### src/sv/i2c_register_access_master_assert.svh
// Assertion macros shared by the I2C register access master RTL.
`ifndef I2C_REGISTER_ACCESS_MASTER_ASSERT_SVH
`define I2C_REGISTER_ACCESS_MASTER_ASSERT_SVH

// Same-cycle implication, checked on every clock edge outside reset.
`define I2CM_ASSERT_NOW(label, ante, cons, msg) \
  label: assert property (@(posedge clk) disable iff (!rst_n) (ante) |-> (cons)) \
    else $error(msg);

// Next-cycle implication, checked on every clock edge outside reset.
`define I2CM_ASSERT_NEXT(label, ante, cons, msg) \
  label: assert property (@(posedge clk) disable iff (!rst_n) (ante) |=> (cons)) \
    else $error(msg);

`endif

### src/sv/i2cm_pkg.sv
// Package with the sequencer state type, codes and step functions of the I2C master.
package i2cm_pkg;

  localparam logic [1:0] CMD_TICK  = 2'd0;
  localparam logic [1:0] CMD_WRITE = 2'd1;
  localparam logic [1:0] CMD_READ  = 2'd2;

  localparam logic [1:0] CFG_PHASE_TICKS = 2'd0;
  localparam logic [1:0] CFG_ACK_TIMEOUT = 2'd1;

  localparam logic [7:0] PHASE_TICKS_RST = 8'd5;
  localparam logic [7:0] ACK_TIMEOUT_RST = 8'd255;

  // Segment kinds of the bus program.
  localparam logic [2:0] K_NONE  = 3'd0;
  localparam logic [2:0] K_START = 3'd1;
  localparam logic [2:0] K_WBYTE = 3'd2;
  localparam logic [2:0] K_RBYTE = 3'd3;
  localparam logic [2:0] K_STOP  = 3'd4;

  localparam logic [2:0] PH_ACK_WAIT = 3'd5;
  localparam logic [2:0] PH_LAST     = 3'd6;

  typedef struct packed {
    logic [2:0] seg;
    logic [2:0] ph;
    logic [3:0] bit_cnt;
    logic [7:0] phase_cnt;
    logic [7:0] ack_cnt;
    logic [7:0] shift;
    logic [6:0] dev;
    logic [7:0] regad;
    logic [7:0] data;
    logic       is_read;
    logic       scl;
    logic       sda;
    logic       ack_flag;
    logic [7:0] rx;
  } i2cm_state_t;

  typedef struct packed {
    logic done;
    logic rejected;
  } i2cm_flags_t;

  // Idle sequencer with both bus lines released.
  function automatic i2cm_state_t idle_state();
    i2cm_state_t r;
    r = '0;
    r.scl = 1'b1;
    r.sda = 1'b1;
    return r;
  endfunction

  function automatic logic [2:0] kind_of(logic is_read, logic [2:0] seg);
    logic [2:0] k;
    k = K_NONE;
    if (is_read) begin
      case (seg)
        3'd1, 3'd4:       k = K_START;
        3'd2, 3'd3, 3'd5: k = K_WBYTE;
        3'd6:             k = K_RBYTE;
        3'd7:             k = K_STOP;
        default:          k = K_NONE;
      endcase
    end else begin
      case (seg)
        3'd1:             k = K_START;
        3'd2, 3'd3, 3'd4: k = K_WBYTE;
        3'd5:             k = K_STOP;
        default:          k = K_NONE;
      endcase
    end
    return k;
  endfunction

  function automatic logic [7:0] byte_for(i2cm_state_t s, logic [2:0] seg);
    logic [7:0] devb;
    logic [7:0] b;
    devb = {s.dev, 1'b0};
    case (seg)
      3'd2:    b = devb;
      3'd3:    b = s.regad;
      3'd4:    b = s.is_read ? 8'd0 : s.data;
      3'd5:    b = s.is_read ? (devb | 8'd1) : 8'd0;
      default: b = 8'd0;
    endcase
    return b;
  endfunction

  function automatic i2cm_state_t enter_phase(i2cm_state_t s, logic [2:0] seg,
                                              logic [2:0] ph);
    i2cm_state_t r;
    r = s;
    r.seg = seg;
    r.ph = ph;
    r.phase_cnt = 8'd0;
    case (kind_of(s.is_read, seg))
      K_START: begin
        if (ph == 3'd0) r.sda = 1'b1;
        else if (ph == 3'd1) r.scl = 1'b1;
        else r.sda = 1'b0;
      end
      K_WBYTE: begin
        case (ph)
          3'd0: r.scl = 1'b0;
          3'd1: r.sda = s.shift[7];
          3'd2: r.scl = 1'b1;
          3'd3: r.scl = 1'b0;
          3'd4: r.sda = 1'b1;
          3'd5: begin
            r.scl = 1'b1;
            r.ack_cnt = 8'd0;
          end
          default: r.scl = 1'b0;
        endcase
      end
      K_RBYTE: begin
        if (ph == 3'd0) begin
          r.scl = 1'b0;
          r.sda = 1'b1;
        end else begin
          r.scl = (ph == 3'd1) || (ph == 3'd3);
        end
      end
      K_STOP: begin
        if (ph == 3'd0) r.sda = 1'b0;
        else if (ph == 3'd1) r.scl = 1'b1;
        else r.sda = 1'b1;
      end
      default: r.seg = s.seg;
    endcase
    return r;
  endfunction

  function automatic i2cm_state_t begin_segment(i2cm_state_t s, logic [3:0] seg);
    i2cm_state_t r;
    r = s;
    if (seg[3] || (kind_of(s.is_read, seg[2:0]) == K_NONE)) begin
      r.seg = 3'd0;
      r.ph = 3'd0;
    end else begin
      r.bit_cnt = 4'd0;
      r.shift = byte_for(s, seg[2:0]);
      r = enter_phase(r, seg[2:0], 3'd0);
    end
    return r;
  endfunction

  function automatic i2cm_state_t advance(i2cm_state_t s);
    i2cm_state_t r;
    logic [3:0]  seg_inc;
    r = s;
    seg_inc = {1'b0, s.seg} + 4'd1;
    case (kind_of(s.is_read, s.seg))
      K_START: begin
        if (s.ph < 3'd2) r = enter_phase(s, s.seg, s.ph + 3'd1);
        else r = begin_segment(s, seg_inc);
      end
      K_WBYTE: begin
        if (s.ph == 3'd2) begin
          r.shift = {s.shift[6:0], 1'b0};
          r.bit_cnt = s.bit_cnt + 4'd1;
          r = enter_phase(r, s.seg, (r.bit_cnt < 4'd8) ? 3'd0 : 3'd3);
        end else if (s.ph < PH_LAST) begin
          r = enter_phase(s, s.seg, s.ph + 3'd1);
        end else begin
          r = begin_segment(s, seg_inc);
        end
      end
      K_RBYTE: begin
        if (s.ph == 3'd2) begin
          r.bit_cnt = s.bit_cnt + 4'd1;
          r = enter_phase(r, s.seg, (r.bit_cnt < 4'd8) ? 3'd1 : 3'd3);
        end else if (s.ph < 3'd4) begin
          r = enter_phase(s, s.seg, s.ph + 3'd1);
        end else begin
          r.rx = s.shift;
          r = begin_segment(r, seg_inc);
        end
      end
      K_STOP: begin
        if (s.ph < 3'd2) begin
          r = enter_phase(s, s.seg, s.ph + 3'd1);
        end else begin
          r.seg = 3'd0;
          r.ph = 3'd0;
          r.phase_cnt = 8'd0;
        end
      end
      default: begin
        r.seg = 3'd0;
        r.ph = 3'd0;
      end
    endcase
    return r;
  endfunction

endpackage

### src/sv/i2cm_step.sv
// Next-state logic of the I2C master sequencer for one tick or command.
module i2cm_step
  import i2cm_pkg::*;
(
  input  i2cm_state_t state,
  input  logic [1:0]  cmd,
  input  logic [6:0]  dev_addr,
  input  logic [7:0]  reg_addr,
  input  logic [7:0]  wr_byte,
  input  logic        sda_in,
  input  logic [7:0]  phase_ticks,
  input  logic [7:0]  ack_timeout,
  output i2cm_state_t state_nxt,
  output i2cm_flags_t flags
);

  logic       busy;
  logic       is_cmd;
  logic [2:0] kind;

  assign busy   = (state.seg != 3'd0);
  assign is_cmd = (cmd == CMD_WRITE) || (cmd == CMD_READ);
  assign kind   = kind_of(state.is_read, state.seg);

  always_comb begin
    state_nxt = state;
    flags = '0;
    if (is_cmd && !busy) begin
      state_nxt.dev = dev_addr;
      state_nxt.regad = reg_addr;
      state_nxt.data = wr_byte;
      state_nxt.is_read = (cmd == CMD_READ);
      state_nxt.ack_flag = 1'b0;
      state_nxt = begin_segment(state_nxt, 4'd1);
    end else begin
      flags.rejected = is_cmd;
      if (busy) begin
        if ((kind == K_WBYTE) && (state.ph == PH_ACK_WAIT)) begin
          // SCL is high here; the slave ends the wait by pulling SDA low.
          if (!sda_in) begin
            state_nxt = advance(state);
          end else begin
            if (state.ack_cnt != 8'hFF) state_nxt.ack_cnt = state.ack_cnt + 8'd1;
            if (state_nxt.ack_cnt >= ack_timeout) begin
              state_nxt.ack_flag = 1'b1;
              state_nxt = advance(state_nxt);
            end
          end
        end else begin
          if (state.phase_cnt != 8'hFF) state_nxt.phase_cnt = state.phase_cnt + 8'd1;
          if (state_nxt.phase_cnt >= phase_ticks) begin
            flags.done = (kind == K_STOP) && (state.ph >= 3'd2);
            // Read bits are sampled on the last tick of the SCL-high phase.
            if ((kind == K_RBYTE) && (state.ph == 3'd1)) begin
              state_nxt.shift = {state.shift[6:0], sda_in};
            end
            state_nxt = advance(state_nxt);
          end
        end
      end
    end
  end

endmodule

### src/sv/i2c_register_access_master.sv
// A result is registered and valid in the cycle after its input item is accepted.
// Throughput: one item per cycle while out_ready drains the result register; sequencer
// state and result register update in the accepting cycle, so items go back to back.
// Reset: synchronous active-low; the sequencer goes idle with SCL and SDA released,
// phase_ticks returns to 5, ack_timeout to 255, and no result is pending.
`include "i2c_register_access_master_assert.svh"

module i2c_register_access_master
  import i2cm_pkg::*;
(
  input  logic       clk,
  input  logic       rst_n,
  input  logic       in_valid,
  output logic       in_ready,
  input  logic [1:0] in_cmd,
  input  logic [6:0] in_dev_addr,
  input  logic [7:0] in_reg_addr,
  input  logic [7:0] in_wr_byte,
  input  logic       in_sda_in,
  output logic       out_valid,
  input  logic       out_ready,
  output logic       out_scl_out,
  output logic       out_sda_out,
  output logic       out_busy_res,
  output logic       out_done_res,
  output logic [7:0] out_read_data,
  output logic       out_ack_missing,
  output logic       out_cmd_rejected,
  input  logic       cfg_we,
  input  logic [1:0] cfg_index,
  input  logic [7:0] cfg_wdata
);

  i2cm_state_t state_r;
  i2cm_state_t state_nxt;
  i2cm_flags_t flags_nxt;
  logic [7:0]  phase_ticks_r;
  logic [7:0]  ack_timeout_r;
  logic        out_valid_r;
  logic        scl_r;
  logic        sda_r;
  logic        busy_r;
  logic        done_r;
  logic [7:0]  read_data_r;
  logic        ack_missing_r;
  logic        rejected_r;
  logic        in_xfer;
  logic        busy_nxt;
  logic        idle_now;
  logic        lines_up;
  logic        idle_tick;

  // The result register frees up when its transfer completes.
  assign in_ready = !out_valid_r || out_ready;
  assign in_xfer  = in_valid && in_ready;

  assign busy_nxt  = (state_nxt.seg != 3'd0);
  assign idle_now  = (state_r.seg == 3'd0);
  assign lines_up  = state_r.scl && state_r.sda;
  assign idle_tick = in_xfer && idle_now && (in_cmd != CMD_WRITE) && (in_cmd != CMD_READ);

  i2cm_step u_step (
    .state       (state_r),
    .cmd         (in_cmd),
    .dev_addr    (in_dev_addr),
    .reg_addr    (in_reg_addr),
    .wr_byte     (in_wr_byte),
    .sda_in      (in_sda_in),
    .phase_ticks (phase_ticks_r),
    .ack_timeout (ack_timeout_r),
    .state_nxt   (state_nxt),
    .flags       (flags_nxt)
  );

  always_ff @(posedge clk) begin
    if (!rst_n) begin
      phase_ticks_r <= PHASE_TICKS_RST;
      ack_timeout_r <= ACK_TIMEOUT_RST;
    end else if (cfg_we) begin
      case (cfg_index)
        CFG_PHASE_TICKS: phase_ticks_r <= cfg_wdata;
        CFG_ACK_TIMEOUT: ack_timeout_r <= cfg_wdata;
        default: ;
      endcase
    end
  end

  always_ff @(posedge clk) begin
    if (!rst_n) begin
      state_r     <= idle_state();
      out_valid_r <= 1'b0;
    end else begin
      if (in_xfer) begin
        state_r     <= state_nxt;
        out_valid_r <= 1'b1;
      end else if (out_ready) begin
        out_valid_r <= 1'b0;
      end
    end
  end

  always_ff @(posedge clk) begin
    if (in_xfer) begin
      scl_r         <= state_nxt.scl;
      sda_r         <= state_nxt.sda;
      busy_r        <= busy_nxt;
      done_r        <= flags_nxt.done;
      read_data_r   <= state_nxt.rx;
      ack_missing_r <= state_nxt.ack_flag;
      rejected_r    <= flags_nxt.rejected;
    end
  end

  assign out_valid        = out_valid_r;
  assign out_scl_out      = scl_r;
  assign out_sda_out      = sda_r;
  assign out_busy_res     = busy_r;
  assign out_done_res     = done_r;
  assign out_read_data    = read_data_r;
  assign out_ack_missing  = ack_missing_r;
  assign out_cmd_rejected = rejected_r;

  `I2CM_ASSERT_NOW(a_idle_lines_released, idle_now, lines_up, "idle with a bus line low")
  `I2CM_ASSERT_NOW(a_done_goes_idle, in_xfer && flags_nxt.done, !busy_nxt, "done but busy")
  `I2CM_ASSERT_NOW(a_phase_in_range, 1'b1, state_r.ph <= PH_LAST, "phase out of range")
  `I2CM_ASSERT_NEXT(a_tick_keeps_idle, idle_tick, idle_now, "started without a command")

endmodule

### config.mk
export PLATFORM = sky130hd
export DESIGN_NAME = i2c_register_access_master
export DESIGN_NICKNAME = d
export VERILOG_FILES = /design/src/sv/i2cm_pkg.sv /design/src/sv/i2cm_step.sv /design/src/sv/i2c_register_access_master.sv
export VERILOG_INCLUDE_DIRS = /design/src /design/src/sv
export SDC_FILE = /design/constraint.sdc
export NUM_CORES = 1
export LEC_CHECK = 0
export BUFFER_PORTS_ARGS = -buffer_cell sky130_fd_sc_hd__buf_2
export CORE_UTILIZATION = 40
export DETAILED_ROUTE_END_ITERATION = 10
export HOLD_SLACK_MARGIN = 0.15
export PLACE_DENSITY = 0.65
export SYNTH_ARGS = -nofsm -noshare
export SYNTH_HDL_FRONTEND = slang
export SYNTH_SLANG_ARGS = --single-unit
### constraint.sdc
create_clock -name clk -period 9.9 [get_ports clk]
set_clock_uncertainty 0.2 [all_clocks]
set_input_delay 1.485 -clock clk [delete_from_list [all_inputs] [get_ports clk]]
set_output_delay 1.485 -clock clk [all_outputs]
set_load 0.02 [all_outputs]
Word level (Yosys, flattened, before mapping). Cells that the tools add are included.

Input port bits: 41. Output and inout port bits: 16. Register bits: 100. Logic and storage cells: 779.

Reduce and logical (&&, ||, !) cells: 94. Add/subtract/negate cells: 5. Equality and inequality tests: 224. Bitwise gates (word level): 3. Order comparisons: 7. Multiplexer cells: 422.

Operators by type and width (count): $mux W69 (21); $mux W3 (255); $pmux W63 S4 (3); $mux W63 (10); $mux W8 (36); $eq A3 B2 Y1 const B (75); $mux W51 (3); $pmux W2 S4 (18); $eq A3 B3 Y1 const B (47); $eq A3 B1 Y1 const B (37); $ne A6 B5 Y1 const B (12); $pmux W6 S4 (3); $mux W6 (11); $reduce_or A2 Y1 (28); $ne A5 B4 Y1 const B (10); $reduce_or A4 Y1 (11); $ne A7 B6 Y1 const B (6); $logic_not A3 Y1 (13); $pmux W1 S2 (19); $mux W1 (36); $pmux W8 S4 (1); $ne A5 B5 Y1 const B (6); $reduce_and A29 Y1 (1); $reduce_and A26 Y1 (1); 38 further kinds (92).

Longest topological paths before layout.
Depth in word-level cells: 46. Mapped depth: 19. Mapped depth without buffers: 18.

By module. A second synthesis with hierarchy kept.

Cells, all modules: 1030. Area, all modules: 7666.1 µm².

Modules (own cells, without submodules): i2c_register_access_master (cells each 389, times used 1, sequential area each 2142.1 µm², area an instance 3882.5 µm²); i2cm_step (cells each 641, times used 1, sequential area each 0.0 µm², area an instance 3783.6 µm²).

Worst setup path after synthesis. Ideal clock, no wire load.

Path type: reg-to-reg. Start point: register state_r[51] (netlist bit). End point: register busy_r, in the netlist out_busy_res (data pin). Data required time: 9.437 ns. Clock period less this slack: 3.793 ns. Setup slack: 6.107 ns. Data arrival time: 3.330 ns. Stages on the path, launching flop included: 15. Buffers on the path: 0. Setup time: 0.263 ns. Cell sequence: dfxtp_1 > ha_1 > nand2_1 > nor2_1 > nand3_1 > nand4_1 > xnor2_1 > ha_1 > a21o_1 > a2111oi_0 > o21ai_0 > and2_1 > o211ai_2 > o311ai_1 > a2111o_1.

Word-level cells in the longest chain between the ends: 11. Elaborated cells between the ends (all ways): 12. Those cells by class: 1 x add/sub; 1 x order compare; 1 x eq/ne; 8 x mux; 1 x reduce/logical.

Ends and longest elaborated chain: start, declared (RTL line i2c_register_access_master.sv:34) `i2cm_state_t state_r;`; start signal, assigned (RTL line i2c_register_access_master.sv:90) `state_r <= idle_state();`; start signal, assigned (RTL line i2c_register_access_master.sv:94) `state_r <= state_nxt;`; $add A8 B1 Y8 or $ne A8 B8 Y1 (tied branches) (RTL line i2cm_step.sv:50) `if (state.phase_cnt != 8'hFF) state_nxt.phase_cnt = state.phase_cnt + 8'd1;`; $mux W8 (*) (RTL line i2cm_step.sv:50); $mux W8 (*) (RTL line i2cm_step.sv:38) `if ((kind == K_WBYTE) && (state.ph == PH_ACK_WAIT)) begin`; $mux W8 (*) (RTL line i2cm_step.sv:37) `if (busy) begin`; $mux W8 (*) (RTL line i2cm_step.sv:28) `if (is_cmd && !busy) begin`; $ge A8 B8 Y1 (*) (RTL line i2cm_step.sv:51) `if (state_nxt.phase_cnt >= phase_ticks) begin`; $mux W69 (*) (RTL line i2cm_step.sv:51); $mux W69 (*) (RTL line i2cm_step.sv:38); $mux W69 (*) (RTL line i2cm_step.sv:37); $mux W69 (*) (RTL line i2cm_step.sv:28); $reduce_bool A3 Y1 (*) (RTL line i2c_register_access_master.sv:57) `assign busy_nxt = (state_nxt.seg != 3'd0);`; via busy_nxt (RTL line i2c_register_access_master.sv:48) `logic busy_nxt;`; end signal, assigned (RTL line i2c_register_access_master.sv:106) `busy_r <= busy_nxt;`; end, declared (RTL line i2c_register_access_master.sv:42) `logic busy_r;`.

The timed path passes the listed nets; every way through them passes the cells marked *. The select of a mux whose other input is x is not followed. A chain may end at the register's enable or synchronous reset.

Final worst setup path.
Start point: register state_r[51] (netlist bit). End point: register state_r[41] (netlist bit).

Word-level cells in the longest chain between the ends: 8. Elaborated cells between the ends (all ways): 9. Those cells by class: 1 x add/sub; 1 x order compare; 1 x eq/ne; 4 x mux; 2 x reduce/logical.

Ends and longest elaborated chain (RTL line): $add A8 B1 Y8 or $ne A8 B8 Y1 (tied branches) (i2cm_step.sv:50); $mux W8 (*) (i2cm_step.sv:50); $mux W8 (*) (i2cm_step.sv:38); $mux W8 (*) (i2cm_step.sv:37); $mux W8 (*) (i2cm_step.sv:28); $ge A8 B8 Y1 (*) (i2cm_step.sv:51); $reduce_bool A3 Y1 (no line) (*); $reduce_and A23 Y1 (no line) (*).

Every way passes the cells marked *; elsewhere a longest branch is shown, timed or not. The select of a mux whose other input is x is not followed.

==> results_dict.tcl <==
set metrics [dict create \
    clockRootBuffer "sky130_fd_sc_hd__clkbuf_16" \
    hp-class "reg2reg" \
    ys_seq_area_frac 0.3395 \
    final_layout_size_suffix_gt1_frac 0.1262 \
    p_leak_uw 0.002754 \
    grt_overflow_total 0 \
    final.fill_count 1530 \
    library_cell_occupying_the_most_area_in_the_post_synthesis_netlist "sky130_fd_sc_hd__dfxtp_1" \
    cp_data_arrival_time_ns 4.35 \
    layout.cells.most_common_list "sky130_fd_sc_hd__nand2_1 (126), sky130_fd_sc_hd__dfxtp_1 (86), sky130_fd_sc_hd__buf_2 (56)" \
    final_hold_viol_count 0 \
    max_clock_freq_ghz 0.2304 \
    postSynthCellCount 787 \
    via_per_inst 5.619 \
    synth.yosys.warnings 0 \
    final_ws_setup_ns 5.560 \
    reg2reg_setup_slack_ns 5.56 \
    crit_required_ns 9.91 \
    timing.reg2reg.worst_path_depth 15 \
    synth_area_sq_um 6310 \
    min-delay-start "state_r[18]" \
    initial_antenna_violation_count 0 \
    cts.clk_slew.worst_paths_ns 0.07 \
    met3_grt_util 0.03559 \
    placed_cells 1019 \
    final_design_utilization 0.4580 \
    ctsLongestPathBuffers 2 \
    layout.cells.most_common "sky130_fd_sc_hd__nand2_1" \
    cpPeakStageDelay_ns 0.46 \
    power-per-cell-area_nw_per_um2 131.1 \
    grt_most_used_layer "met2" \
    final-setup-viol-count 0 \
    groute.usage.overall 0.2041 \
    finish.net_count 892 \
    ys_seq_elements 100 \
    core-area_sq_um 15310 \
    critPathTopFamily "compound AO/OA/AOI/OAI gates" \
    cts_htree_levels 3 \
    reg2reg_end "state_r[41]" \
    place_worst_setup_slack_ns 5.581 \
    synth_edf_count 14 \
    cts-buffers-inserted 9 \
    gp_congestion 0.9596 \
    largest_fanout_of_any_net_on_the_critical_path 8 \
    cts.sink_count 100 \
    synth_nets 860 \
    fin_crit_sh 0.4384 \
    remaining_drc_errors 0 \
    crit_top_cell "sky130_fd_sc_hd__ha_1" \
    detailroute.via_count 5816 \
    timing.slew.headroom 0.3159 \
    path_cells "ha_1 > nand2_1 > nor2_1 > nand3_1 > nand4_1 > xnor2_1 > ha_1 > a21o_1 > a2111oi_0 > o21ai_0 > and2_1 > o211ai_2 > nor3_2 > a31oi_1 > o22ai_1" \
    path_buf_inv 0 \
    max_cap_viol_count 0 \
    cts.repair.resized 0 \
    place.detailed.hpwl_mm 11.99 \
    initialDrtViolationCount 396 \
    post-cts-setup-buffers 0 \
    holdBufCountCts 0 \
    fp-row-count 45 \
    min_to "state_r[18]" \
    width_of_the_chip_um 127.6 \
    start_kind "flip-flop" \
    critical_path_class "reg2reg" \
    antenna_cells_inserted 0 \
    first_pass_grt_wire_length_mm 26.65 \
    top_level_ports 57 \
    fp.dieArea_sq_um 16280 \
    tightest_slew_ns 1.024 \
    critPathCaptureType "flip-flop" \
    synth_top_cells_by_area "sky130_fd_sc_hd__dfxtp_1 (27%), sky130_fd_sc_hd__nand2_1 (7.5%), sky130_fd_sc_hd__edfxtp_1 (6.7%)" \
    rsz0062_at_grt "no" \
    gr-usage-met1 0.2771 \
    grt_max_degree 83 \
    finalCriticalPeriod_ns 4.340 \
    final_cell_area_sq_um 7014 \
    cts_tree "built" \
    yosys.area.top_type_share 0.2729 \
    final.setup.tns_ns 0 \
    postSynth.topFlopCell "sky130_fd_sc_hd__dfxtp_1" \
    areaGrowthSynthToFinish_pct 11.16 \
    critical_path.slowest_cell "sky130_fd_sc_hd__a31oi_1" \
    clock_latency_ns 0.35 \
    drt-total-wl_mm 16.23 \
    final-instance-count-excl-fill 1035 \
    placement.io_buffers 56 \
    asyncSetResetFlopFracSynth 0 \
    synth_area_per_cell_sq_um 8.018 \
    report.final.slew_viol_count 0 \
    start_util 0.4120 \
    gr-usage-met2 0.3208 \
    synth.distinct_cells 79 \
    ir_worst_vdd_mv 0.08094 \
    detail-route-antenna-nets 0 \
    drt-wirelength-per-cell_um 15.68 \
    instance_count_along_the_most_critical_hold_path 2 \
    via_count_of_the_first_global_routing_pass 5294 \
    outcome "complete, no violations" \
    placement.cell_area_sq_um 6730 \
    die_height_um 127.6 \
    drt-pass1-iter-count 5 \
    regToRegStartpoint "state_r[51]" \
]
stage by stage:
step / hold slack (ns) / total power [uW]
6_report: 0.2655 / 919.9
5_1_grt: 0.2863 / 962.1
4_1_cts: 0.2683 / 925.3
3_5_place_dp: 0.2591 / 584.2
3_3_place_gp: 0.2531 / 584.1
2_1_floorplan: 0.2429 / 539.8
cell type report:
cell class	instances	area [sq um]	area share
Multi-Input combinational cell	602	3837	0.5471
Tap cell	211	264.0	0.03764
Clock inverter	6	55.05	0.007849
Inverter	45	168.9	0.02408
Clock buffer	10	229.0	0.03264
Timing Repair Buffer	61	317.8	0.04531
Sequential cell	100	2142	0.3054
power by group:
| part | internal, uW | total, uW | switching [uW] |
|---|---|---|---|
| Clock | 177 | 342 | 166 |
| Combinational | 49.4 | 145 | 95.6 |
| Sequential | 424 | 433 | 8.74 |
flip-flops by register name (all words and copies together), names as in the netlist, 8 cells and up:
| name | cells |
|---|---|
| state_r | 69 |
| out_read_data | 8 |
| phase_ticks_r | 8 |
| ack_timeout_r | 8 |
worst min-delay path: stages (launching register included):
cell                       delay, ns
sky130_fd_sc_hd__dfxtp_1        0.31
sky130_fd_sc_hd__nand2_1        0.05
sky130_fd_sc_hd__a21boi_0       0.06
cells by family (layout without fill, tap and decap cells):
family,count (synthesis),in the layout,share of synthesized area
AOI/OAI and AO/OA,233,233,0.2643
xor gates and xnor gates,11,11,0.01527
and+or+nand+nor,314,314,0.2453
adders and majority gates,32,32,0.06345
buffers and inverters,85,122,0.05235
DFF,100,100,0.3395
muxes,12,12,0.01983
how the worst max path moves through the flow:
stage,startpoint,end,slack (ns),cells after the start
global placement,out_ready,state_r[40],5.62,9
detailed placement,state_r[51],state_r[41],5.58,15
finish,state_r[51],state_r[41],5.56,15
global route,state_r[51],state_r[41],5.16,15
floorplan,state_r[51],out_busy_res,6.11,14
CTS,state_r[51],state_r[41],5.59,15
cell usage after synthesis, drive strengths merged, types with 5 or more instances:
| cell | instances |
|---|---|
| nand2 | 127 |
| or3 | 11 |
| nand3 | 29 |
| and2 | 5 |
| a31oi | 10 |
| nand2b | 21 |
| clkbuf | 32 |
| o21ai | 46 |
| a211oi | 6 |
| nor3 | 18 |
| xnor2 | 9 |
| and3 | 7 |
| mux2i | 8 |
| nand4 | 7 |
| o211ai | 15 |
| o22ai | 10 |
| ha | 32 |
| a21oi | 32 |
| edfxtp | 14 |
| inv | 45 |
| o2111ai | 5 |
| nor2 | 43 |
| a31o | 6 |
| a222oi | 6 |
| dfxtp | 86 |
| buf | 8 |
| a2bb2oi | 5 |
| a21boi | 37 |
| nor3b | 5 |
| nor4 | 8 |
| a211o | 5 |
| a21o | 5 |
| nor2b | 16 |
per-layer routing:
| layer | part of all wire | vias up |
|---|---|---|
| met5 | 0 | - |
| met3 | 0.052 | 40 |
| met1 | 0.47 | 2636 |
| met2 | 0.45 | 209 |
| li1 | - | 2931 |
| met4 | 0.029 | 0 |
Note: power is estimated with default switching activity, not from simulation.
